===== src/dgl_pkg.sv =====
// ----------------------------------------------------------------------------
// dgl_pkg - dome gate leaf controller package
// Command, mode and direction codes, state types and the per-gate event logic.
// ----------------------------------------------------------------------------
package dgl_pkg;

  localparam int MAX_GATES    = 2;
  localparam int FULL_ANGLE   = 90;
  localparam int CFG_IDX_W    = 2;
  localparam int CFG_DATA_W   = 16;
  localparam int S_TDATA_W    = 40;
  localparam int S_TUSER_W    = 3;
  localparam int M_TDATA_W    = 56;

  // configuration register indexes
  localparam logic [CFG_IDX_W-1:0] REG_PWM_BRAKE   = 2'd0;
  localparam logic [CFG_IDX_W-1:0] REG_PWM_RUN     = 2'd1;
  localparam logic [CFG_IDX_W-1:0] REG_ANGLE_BRAKE = 2'd2;

  // event commands
  localparam logic [2:0] CMD_TICK     = 3'd0;
  localparam logic [2:0] CMD_CLOSE    = 3'd1;
  localparam logic [2:0] CMD_OPEN     = 3'd2;
  localparam logic [2:0] CMD_LIMIT    = 3'd3;
  localparam logic [2:0] CMD_RAIN     = 3'd4;
  localparam logic [2:0] CMD_GOTO     = 3'd5;
  localparam logic [2:0] CMD_STOP_ALL = 3'd6;

  localparam logic [1:0] MODE_STOP    = 2'd0;
  localparam logic [1:0] MODE_CLOSING = 2'd1;
  localparam logic [1:0] MODE_OPENING = 2'd2;

  localparam logic [1:0] DIR_STOP  = 2'd0;
  localparam logic [1:0] DIR_CLOSE = 2'd1;
  localparam logic [1:0] DIR_OPEN  = 2'd2;

  localparam logic [7:0] DEG_UNKNOWN = 8'hFF;

  typedef struct packed {
    logic [15:0] pwm_brake;
    logic [15:0] pwm_run;
    logic [5:0]  angle_brake;
  } cfg_t;

  typedef struct packed {
    logic [1:0]  mode;
    logic [6:0]  tgt;
    logic        tgt_valid;
    logic [15:0] speed;
    logic [1:0]  dir0;
    logic [1:0]  dir1;
    logic        end_lamp;
  } gate_st_t;

  // what one gate sees of the event
  typedef struct packed {
    logic [3:0] sensors;
    logic [6:0] angle;
    logic       angle_ok;
  } gate_ev_t;

  typedef struct packed {
    gate_st_t   st;
    logic       mode_set;
    logic       mode_on;
    logic [1:0] save;
    logic [1:0] save_closed;
  } gate_res_t;

  function automatic logic [15:0] drive_level(cfg_t c, logic [1:0] mode, gate_ev_t e);
    logic [7:0]  sum;
    logic [15:0] lvl;
    sum = {1'b0, e.angle} + {2'b00, c.angle_brake};
    lvl = 16'd0;
    if (!e.angle_ok) begin
      lvl = c.pwm_brake;
    end else if (mode == MODE_CLOSING) begin
      lvl = (sum < 8'(FULL_ANGLE)) ? c.pwm_run : c.pwm_brake;
    end else if (mode == MODE_OPENING) begin
      lvl = (e.angle > {1'b0, c.angle_brake}) ? c.pwm_run : c.pwm_brake;
    end
    return lvl;
  endfunction

  function automatic gate_res_t set_mode(gate_res_t r, logic [1:0] m);
    gate_res_t q;
    q = r;
    q.st.mode   = m;
    q.mode_set  = 1'b1;
    q.mode_on   = (m != MODE_STOP);
    if (m != MODE_STOP) begin
      q.st.end_lamp = 1'b0;
    end
    return q;
  endfunction

  function automatic gate_res_t halt_gate(gate_res_t r);
    gate_res_t q;
    q = set_mode(r, MODE_STOP);
    q.st.dir0  = DIR_STOP;
    q.st.dir1  = DIR_STOP;
    q.st.speed = 16'd0;
    return q;
  endfunction

  function automatic gate_res_t run_gate(gate_res_t r, logic closing, gate_ev_t e, cfg_t c);
    gate_res_t  q;
    logic       at1;
    logic       at2;
    logic [1:0] d;
    q   = r;
    at1 = closing ? e.sensors[0] : e.sensors[1];
    at2 = closing ? e.sensors[2] : e.sensors[3];
    d   = closing ? DIR_CLOSE : DIR_OPEN;
    if (!at1 || !at2) begin
      q = set_mode(q, closing ? MODE_CLOSING : MODE_OPENING);
      q.st.speed = drive_level(c, q.st.mode, e);
    end
    if (!at1) begin
      q.st.dir0 = d;
    end
    if (!at2) begin
      q.st.dir1 = d;
    end
    return q;
  endfunction

  function automatic gate_res_t goto_angle(gate_res_t r, logic [6:0] a, gate_ev_t e, cfg_t c);
    gate_res_t  q;
    logic [6:0] a_sat;
    logic [6:0] need;
    logic [7:0] deg;
    q     = r;
    a_sat = (a > 7'(FULL_ANGLE)) ? 7'(FULL_ANGLE) : a;
    need  = 7'(FULL_ANGLE) - a_sat;
    deg   = e.angle_ok ? {1'b0, e.angle} : DEG_UNKNOWN;
    q.st.tgt_valid = 1'b0;
    if (need == 7'd0) begin
      q = run_gate(q, 1'b0, e, c);
    end else if (need == 7'(FULL_ANGLE)) begin
      q = run_gate(q, 1'b1, e, c);
    end else if (deg != {1'b0, need}) begin
      q.st.tgt       = need;
      q.st.tgt_valid = 1'b1;
      q = run_gate(q, deg <= {1'b0, need}, e, c);
    end
    return q;
  endfunction

  // next state of one gate for one event
  function automatic gate_res_t gate_step(gate_st_t st, logic [2:0] cmd, logic sel,
                                          logic [1:0] si, gate_ev_t e, logic [6:0] open_a,
                                          logic wet, cfg_t c);
    gate_res_t   r;
    logic [7:0]  deg;
    logic [15:0] sp;
    logic        dir_match;
    r             = '0;
    r.st          = st;
    deg           = e.angle_ok ? {1'b0, e.angle} : DEG_UNKNOWN;
    dir_match     = ((st.mode == MODE_CLOSING) && !si[0]) ||
                    ((st.mode == MODE_OPENING) && si[0]);
    unique case (cmd)
      CMD_TICK: begin
        if (r.st.tgt_valid) begin
          if (r.st.mode == MODE_CLOSING && deg >= {1'b0, r.st.tgt}) begin
            r = halt_gate(r);
          end
          if (r.st.mode == MODE_OPENING && deg <= {1'b0, r.st.tgt}) begin
            r = halt_gate(r);
          end
        end
        sp = drive_level(c, r.st.mode, e);
        if (sp != r.st.speed) begin
          r.st.speed = sp;
          if (r.st.mode == MODE_CLOSING) begin
            r = run_gate(r, 1'b1, e, c);
          end else if (r.st.mode == MODE_OPENING) begin
            r = run_gate(r, 1'b0, e, c);
          end
        end
      end
      CMD_CLOSE, CMD_OPEN: begin
        if (sel) begin
          if (r.st.mode == MODE_STOP) begin
            r = run_gate(r, cmd == CMD_CLOSE, e, c);
          end else begin
            r = halt_gate(r);
          end
          r.st.tgt_valid = 1'b0;
        end
      end
      CMD_LIMIT: begin
        if (sel && dir_match) begin
          // stop one leaf, report its end, stop the gate when both are still
          r.save[si[1]] = 1'b1;
          r.save_closed[si[1]] = (st.mode == MODE_CLOSING);
          if (!si[1]) begin
            r.st.dir0 = DIR_STOP;
            if (r.st.dir1 == DIR_STOP) begin
              r.st.end_lamp = 1'b1;
              r = set_mode(r, MODE_STOP);
            end
          end else begin
            r.st.dir1 = DIR_STOP;
            if (r.st.dir0 == DIR_STOP) begin
              r.st.end_lamp = 1'b1;
              r = set_mode(r, MODE_STOP);
            end
          end
        end
      end
      CMD_RAIN: begin
        if (wet) begin
          r = goto_angle(r, 7'd0, e, c);
        end
      end
      CMD_GOTO: begin
        if (sel) begin
          r = goto_angle(r, open_a, e, c);
        end
      end
      CMD_STOP_ALL: begin
        r = halt_gate(r);
      end
      default: begin
      end
    endcase
    return r;
  endfunction

endpackage


===== src/dome_gate_leaf_controller_top.sv =====
// ----------------------------------------------------------------------------
// dome_gate_leaf_controller_top - dome gate leaf controller
// Mode, leaf and drive-level control for up to two dome gates.
// ----------------------------------------------------------------------------
// Events enter on the s_ stream: s_tuser carries the command, s_tdata the
// gate, limit sensor, angle and rain fields. Each accepted word produces
// exactly one result word on the m_ stream with the motor directions, drive
// levels, gate modes, lamps and the end positions to save.
// Gate state and the result register load on the same edge that accepts the
// event. One event is taken every cycle; the result register is the only
// stage, so s_tready stays high while that register is empty or being
// emptied in the same cycle.
// When the receiver stalls with a result held, s_tready drops until that
// word is taken; nothing is lost or repeated.
// The cfg port writes pwm_brake, the mid-travel drive level or angle_brake,
// one per write, and is meant to be used while no event is in flight.
// Synchronous reset stops both gates, clears targets, speeds and lamps,
// empties the result register and loads the register defaults.
// ----------------------------------------------------------------------------
module dome_gate_leaf_controller_top #(
  parameter int NUM_GATES = 2
) (
  input  logic                           clk,
  input  logic                           rst,
  input  logic                           s_tvalid,
  output logic                           s_tready,
  // gate, sensor_index, sensors_now, angle_gate0, angle_gate1, angle_valid,
  // open_angle, rain_wet, zero fill
  input  logic [dgl_pkg::S_TDATA_W-1:0]  s_tdata,
  // command
  input  logic [dgl_pkg::S_TUSER_W-1:0]  s_tuser,
  output logic                           m_tvalid,
  input  logic                           m_tready,
  // motor_dirs, speed_gate0, speed_gate1, gate_modes, lamps, save_mask,
  // save_at_closed
  output logic [dgl_pkg::M_TDATA_W-1:0]  m_tdata,
  input  logic                           cfg_we,
  input  logic [dgl_pkg::CFG_IDX_W-1:0]  cfg_addr,
  input  logic [dgl_pkg::CFG_DATA_W-1:0] cfg_data
);
  import dgl_pkg::*;

  cfg_t      cfg;
  gate_st_t  gate_st      [NUM_GATES];
  gate_res_t gate_res     [NUM_GATES];
  logic      move_lamp;
  logic      move_lamp_next;
  logic      rain_lamp;
  logic      rain_lamp_next;
  logic      accept;

  logic [2:0] in_cmd;
  logic       in_gate;
  logic [1:0] in_si;
  logic [7:0] in_sensors;
  logic [6:0] in_angle [MAX_GATES];
  logic [1:0] in_valid;
  logic [6:0] in_open;
  logic       in_wet;

  logic [7:0]  res_dirs;
  logic [15:0] res_speed [MAX_GATES];
  logic [3:0]  res_modes;
  logic [1:0]  res_end;
  logic [3:0]  res_save;
  logic [3:0]  res_save_closed;

  assign in_cmd      = s_tuser;
  assign in_gate     = s_tdata[0];
  assign in_si       = s_tdata[2:1];
  assign in_sensors  = s_tdata[10:3];
  assign in_angle[0] = s_tdata[17:11];
  assign in_angle[1] = s_tdata[24:18];
  assign in_valid    = s_tdata[26:25];
  assign in_open     = s_tdata[33:27];
  assign in_wet      = s_tdata[34];

  assign s_tready = !m_tvalid || m_tready;
  assign accept   = s_tvalid && s_tready;

  always_comb begin
    gate_ev_t ev;
    for (int g = 0; g < NUM_GATES; g++) begin
      ev.sensors  = in_sensors[4*g +: 4];
      ev.angle    = in_angle[g];
      ev.angle_ok = in_valid[g];
      gate_res[g] = gate_step(gate_st[g], in_cmd, in_gate == 1'(g), in_si, ev,
                              in_open, in_wet, cfg);
    end
  end

  // the highest-numbered gate that changes mode decides the move lamp
  always_comb begin
    move_lamp_next = move_lamp;
    for (int g = 0; g < NUM_GATES; g++) begin
      if (gate_res[g].mode_set) begin
        move_lamp_next = gate_res[g].mode_on;
      end
    end
    rain_lamp_next = rain_lamp;
    if (in_cmd == CMD_RAIN) begin
      rain_lamp_next = in_wet;
    end
  end

  always_comb begin
    res_dirs        = '0;
    res_modes       = '0;
    res_end         = '0;
    res_save        = '0;
    res_save_closed = '0;
    for (int g = 0; g < MAX_GATES; g++) begin
      res_speed[g] = '0;
    end
    for (int g = 0; g < NUM_GATES; g++) begin
      res_dirs[4*g +: 4]        = {gate_res[g].st.dir1, gate_res[g].st.dir0};
      res_speed[g]              = gate_res[g].st.speed;
      res_modes[2*g +: 2]       = gate_res[g].st.mode;
      res_end[g]                = gate_res[g].st.end_lamp;
      res_save[2*g +: 2]        = gate_res[g].save;
      res_save_closed[2*g +: 2] = gate_res[g].save_closed;
    end
  end

  always_ff @(posedge clk) begin
    if (rst) begin
      cfg.pwm_brake   <= 16'd0;
      cfg.pwm_run     <= 16'hFFFF;
      cfg.angle_brake <= 6'd10;
    end else if (cfg_we) begin
      unique case (cfg_addr)
        REG_PWM_BRAKE:   cfg.pwm_brake   <= cfg_data;
        REG_PWM_RUN:     cfg.pwm_run     <= cfg_data;
        REG_ANGLE_BRAKE: cfg.angle_brake <= cfg_data[5:0];
        default: begin
        end
      endcase
    end
  end

  always_ff @(posedge clk) begin
    if (rst) begin
      for (int g = 0; g < NUM_GATES; g++) begin
        gate_st[g] <= '0;
      end
      move_lamp <= 1'b0;
      rain_lamp <= 1'b0;
    end else if (accept) begin
      for (int g = 0; g < NUM_GATES; g++) begin
        gate_st[g] <= gate_res[g].st;
      end
      move_lamp <= move_lamp_next;
      rain_lamp <= rain_lamp_next;
    end
  end

  always_ff @(posedge clk) begin
    if (rst) begin
      m_tvalid <= 1'b0;
    end else if (accept) begin
      m_tvalid <= 1'b1;
    end else if (m_tready) begin
      m_tvalid <= 1'b0;
    end
  end

  always_ff @(posedge clk) begin
    if (accept) begin
      m_tdata <= {res_save_closed, res_save,
                  {rain_lamp_next, move_lamp_next, res_end},
                  res_modes, res_speed[1], res_speed[0], res_dirs};
    end
  end

endmodule

===== config.mk =====
export PLATFORM = sky130hd
export DESIGN_NAME = dome_gate_leaf_controller_top
export DESIGN_NICKNAME = d
export VERILOG_FILES = /design/src/dgl_pkg.sv /design/src/dome_gate_leaf_controller_top.sv
export SDC_FILE = /design/constraint.sdc
export NUM_CORES = 1
export LEC_CHECK = 0
export ABC_AREA = 0
export ABC_CLOCK_PERIOD_IN_PS = 6800
export BUFFER_PORTS_ARGS = -buffer_cell sky130_fd_sc_hd__buf_2
export CELL_PAD_IN_SITES_DETAIL_PLACEMENT = 1
export CELL_PAD_IN_SITES_GLOBAL_PLACEMENT = 1
export CORE_MARGIN = 4
export CORE_UTILIZATION = 46
export CTS_CLUSTER_SIZE = 12
export DETAILED_ROUTE_END_ITERATION = 7
export PLACE_DENSITY = 0.8
export SETUP_SLACK_MARGIN = 0.15
export SYNTH_ARGS = -nofsm -noshare
export SYNTH_HDL_FRONTEND = slang
export SYNTH_SLANG_ARGS = --single-unit

===== constraint.sdc =====
create_clock -name clk -period 6.8 [get_ports clk]
set_input_delay 1.36 -clock clk [delete_from_list [all_inputs] [get_ports clk]]
set_output_delay 1.36 -clock clk [all_outputs]
set_load 0.005 [all_outputs]

# == After elaboration in Yosys (flattened, before gate mapping) ==
# Memories as Yosys holds them, arrays and structs flattened.
# Index checks and enable logic that the tools add are counted.
# word_totals
ff_bits,97
latch_bits,0
ramBits,62
mem_bits_ro,0
inputBits,66
out_inout_bits,58
elab_cells,254
n_memories,1
# memory_table
name,depth,width,read_ports,rd_clocked_by_memory_dff,wr,line,text
gate_st,2,31,2,0,2,dome_gate_leaf_controller_top.sv:44,gate_st_t gate_st [NUM_GATES];
# classes
add_sub_neg,3
n_mul,0
div,0
n_lt_le_gt_ge,13
n_eq_ne,29
n_shift,0
n_mux,138
bitwise_logic,5
n_reduce_logical,58
# op_table
cell,count
2-to-1 mux 37 bit,52
2-to-1 mux 16 bit,28
case mux 37 bit (6 select lines),2
2-to-1 mux 31 bit,2
2-to-1 mux 2 bit,27
<= comparator 8 x 7 -> 1 bit,4
!= test 16 bit,2
2-to-1 mux 1 bit,23
"equality test 2 bit, second input constant",10
zero test 1 bit,18
adder 7 x 6 -> 8 bit,2
"equality test 2 x 1 -> 1 bit, second input constant",8
greater-or-equal comparator 8 x 7 -> 1 bit,2
"less-than comparator 8 x 7 -> 1 bit, second input constant",2
2-to-1 mux 8 bit,2
!= test 8 x 7 -> 1 bit,2
> comparator 7 x 6 -> 1 bit,2
zero test 2 bit,7
logical AND 1 bit,12
logical OR 1 bit,11
"equality test 3 bit, second input constant",3
nonzero test 2 bit,4
"equality test 7 bit, second input constant",1
"> comparator 7 bit, second input constant",1
14 further kinds,19

# == Depth between registers and ports, before layout ==
# depth
ltp_word,24
mapped_depth,24

# == Worst setup path before layout ==
# No wires, ideal clock.
# synth_timing
kind,input port to flip-flop
start,input port s_tdata[29] (netlist name)
end,memory gate_st[0][5] (netlist name) (data pin)
t_arrival_ns,6.010
slack_ns,0.536
cell_stages,23
n_path_buf,4
path_cell_list,clkbuf_1 and3_1 o21ai_0 nand3_1 inv_1 ha_1 clkbuf_1 o21ai_0 a221oi_1 ha_1 o21ai_0 a21oi_1 o21ai_1 nor2_1 o211ai_1 buf_1 buf_1 mux2i_1 nand2_1 o211ai_1 o21ai_0 a21o_1 and2_1
# synth_lines
element,line,text
start: declaration,dome_gate_leaf_controller_top.sv:29,"input logic [dgl_pkg::S_TDATA_W-1:0] s_tdata,"
end: declaration,dome_gate_leaf_controller_top.sv:44,

==> reports/results.ini <==
[power]
p_int_uw=2010
peakVddDrop_mv=0.195
seqPwrFrac_pct=36.6
pwr-share-clk_pct=30.1
power_switching_uw=1270
power_uw=3280
leakage_uw=0.00715
power_density_mw_per_mm2=191
power_frac_comb_pct=33.3
sw_frac_of_total_pct=38.6

[cts]
postCtsSetupBuffers=0
path_clk_slew_ns=0.07
cts_buffers=17
htreeDepth=4
cts_tree=done
clock-sinks=159
insertion_delay_ns=0.47
cts.repair.resized=0
root_buffer=clkbuf_16
hold_buffers=0
cts_max_path_buffers=2

[logic_synthesis]
synth_flop_cell=edfxtp_1
yosysTopAreaCell=edfxtp_1
syn-num-nets=2138
ys_async_sr_fraction_pct=0
ys_types=101
yosys-top-cells-area=edfxtp_1, mux2i_1, a21oi_1, nand2_1, dfxtp_1
netlist.area_leader.share_pct=22.8
ys_ff_latch=159
synth_cells=2015
synth_area_mm2=0.0156
synth_edf_count=118
syn_area_per_cell_um2=7.72
ys_seq_area_share_pct=28.1
yosysWarnings=0

[finish]
syn_to_final_growth_pct=10.5
regArea_mm2=0.00436
multi_input_area_mm2=0.0103
final_cell_mix=nand2_1, nor2_1, a21oi_1
n_antenna_cell=0
final_common_cell=nand2_1
nFillCells=4137
finalNetCount=2185
drive_above_1_share_pct=13.5

[floorplanning]
pin_count=124
start_util_pct=46.5
die_w_um=192
die_area_mm2=0.0368
core_mm2=0.0334
dieHeight_um=192
rows=67

[sta]
finalSetupTns_ns=0
worst_clock_skew_ns=0.0187
final.period_utilization_pct=89.9
max_freq_ghz=0.164
finalHoldViolations=0
maxSlewHeadroom_pct=12.3
rsz0062_at_grt=false
finalMaxSlewViolations=0
setup_violations=0
period_needed_ns=6.11
tightest_slew_ns=1.31

[hold_path]
hold_path_class=flip-flop to flip-flop
hold_depth=2
hold_start=rain_lamp$_SDFFE_PP0P_
min_to=rain_lamp$_SDFFE_PP0P_

[worst_setup_path]
crit_slowest_cell=a2111oi_4
crit_path_max_fanout=8
cp.required_ns=7.02
cp_num_buf_inv=2
crit_type=primary input to flip-flop
r2r_setup_slack_ns=1.25
worstPathArrival_ns=6.33
rr_startpoint=cfg[1]$_SDFFE_PP1P_
rr_endpoint=gate_st[0][32]$_SDFFCE_PN0N_
critPathMaxStageDelay_ns=0.64
cp_common_cell=o211a_1
crit_family=compound AO/OA/AOI/OAI gates
end_kind=flip-flop
rr_worst_depth=15
crit_chain=buf_2 -> ha_1 -> inv_1 -> a221oi_2 -> mux2_2 -> a2111oi_4 -> a2bb2oi_4 -> mux2i_1 -> nor3_1 -> or4_1 -> a211oi_1 -> o211a_1 -> nand2_2 -> a221o_1 -> o211a_1
cp-start-kind=primary input

[outcome]
outcome=finished, final reports clean

[drt]
wirelength_um=66200
drtIter0Drc=1819
dr.pass1.iters=6
detail-route-antenna-nets=0
drt-wirelength-per-cell_um=26.2
vias_per_cell=6.83
drc=0
vias=17200

[global_routing]
grt_pass1_vias=17400
grt_pass1_wl_um=102000
grt_usage_pct=35.4
overflow=0
antenna_found_initial=1
grt_max_degree=60

[placement]
hpwl_um=47500
port_buffers=118
gp_congestion=0.967

[job]
max_cap_viol_count=0

-- cell families after synthesis --
logic type | Yosys count | share of synthesized area [%]
compound gates | 698 | 30.5
xor+xnor | 15 | 0.844
fa+ha+maj | 57 | 4.68
buf+inv | 225 | 5.66
flops | 159 | 28.1
mux | 104 | 6.72
simple gates | 757 | 23.6
-- worst max-delay path by stage --
stage / cells past startpoint / slack [ns] / endpoint / from
after floorplan: 23 / 0.54 / gate_st[0][5]$_SDFFCE_PN0N_ / s_tdata[29]
after global placement: 15 / 0.40 / gate_st[0][32]$_SDFFCE_PN0N_ / s_tdata[20]
after detailed placement: 18 / 0.33 / gate_st[0][4]$_SDFFCE_PN0N_ / s_tdata[25]
after CTS: 15 / 0.82 / gate_st[0][32]$_SDFFCE_PN0N_ / s_tdata[20]
after global routing: 21 / 0.36 / gate_st[0][37]$_SDFFCE_PN0N_ / s_tdata[30]
final: 15 / 0.69 / gate_st[0][32]$_SDFFCE_PN0N_ / s_tdata[20]
-- tightest hold or removal path, stage by stage (launching register included) --
cell	delay (ns)
dfxtp_1	0.31
nor2_1	0.10
a311oi_1	0.05
-- area by class of cell --
type	count	area share, %
clock inverters	13	0.670
well taps	448	3.26
clock buffers	19	2.64
multi-input cells	1631	60.1
inverters	66	1.44
repair buffers	187	6.45
flip-flops and latches	159	25.4
-- power by group through the flow --
stage          Sequential (uW)  Combinational, uW  Clock (uW)
6_report                  1200               1090         987
5_1_grt                   1210               1170        1040
4_1_cts                   1200               1070         992
3_5_place_dp              1220               1060           0
3_3_place_gp              1210               1020           0
2_1_floorplan             1180                719           0
-- synthesized netlist by cell type (all sizes together) (19+ instances only) --
cell and instances:
ha 55, nand3b 22, a21oi 182, nand2 239, a22oi 25, nor2 216
a21o 19, and2 53, inv 65, o221ai 21, edfxtp 118, mux2i 100
a221oi 28, o211ai 33, clkbuf 130, o22ai 33, dfxtp 41, buf 29
a211oi 21, nand2b 37, o21ai 161, nand3 34, nor3 33
-- routing by layer --
layer	up-vias	part of all wire, %	track usage (%)
met5	-	0.023	0
li1	7590	-	-
met2	934	45	57.2
met4	2	4.6	15.3
met1	8486	41	46.1
met3	231	9.3	7.05
-- sequential cells by signal, summed over array words and instances, names as in the netlist --
signal / flops
cfg: 38
gate_st: 62
m_tdata: 56
m_tvalid: 1
move_lamp: 1
rain_lamp: 1
-- through the flow --
step           cell area [um2]  hold WS, ns  cells  utilization, %  worst slack (ns)
5_1_grt                  17200        0.532   2523            51.4             0.355
3_5_place_dp             16600        0.485   2491            49.7             0.335
3_3_place_gp             16600        0.454   2491            49.7             0.403
2_1_floorplan            15600        0.434   2015               -             0.536
4_1_cts                  17200        0.498   2523            51.4             0.815
6_report                 17200        0.508   2523            51.4             0.689
Note: power is estimated with default switching activity, not from simulation.
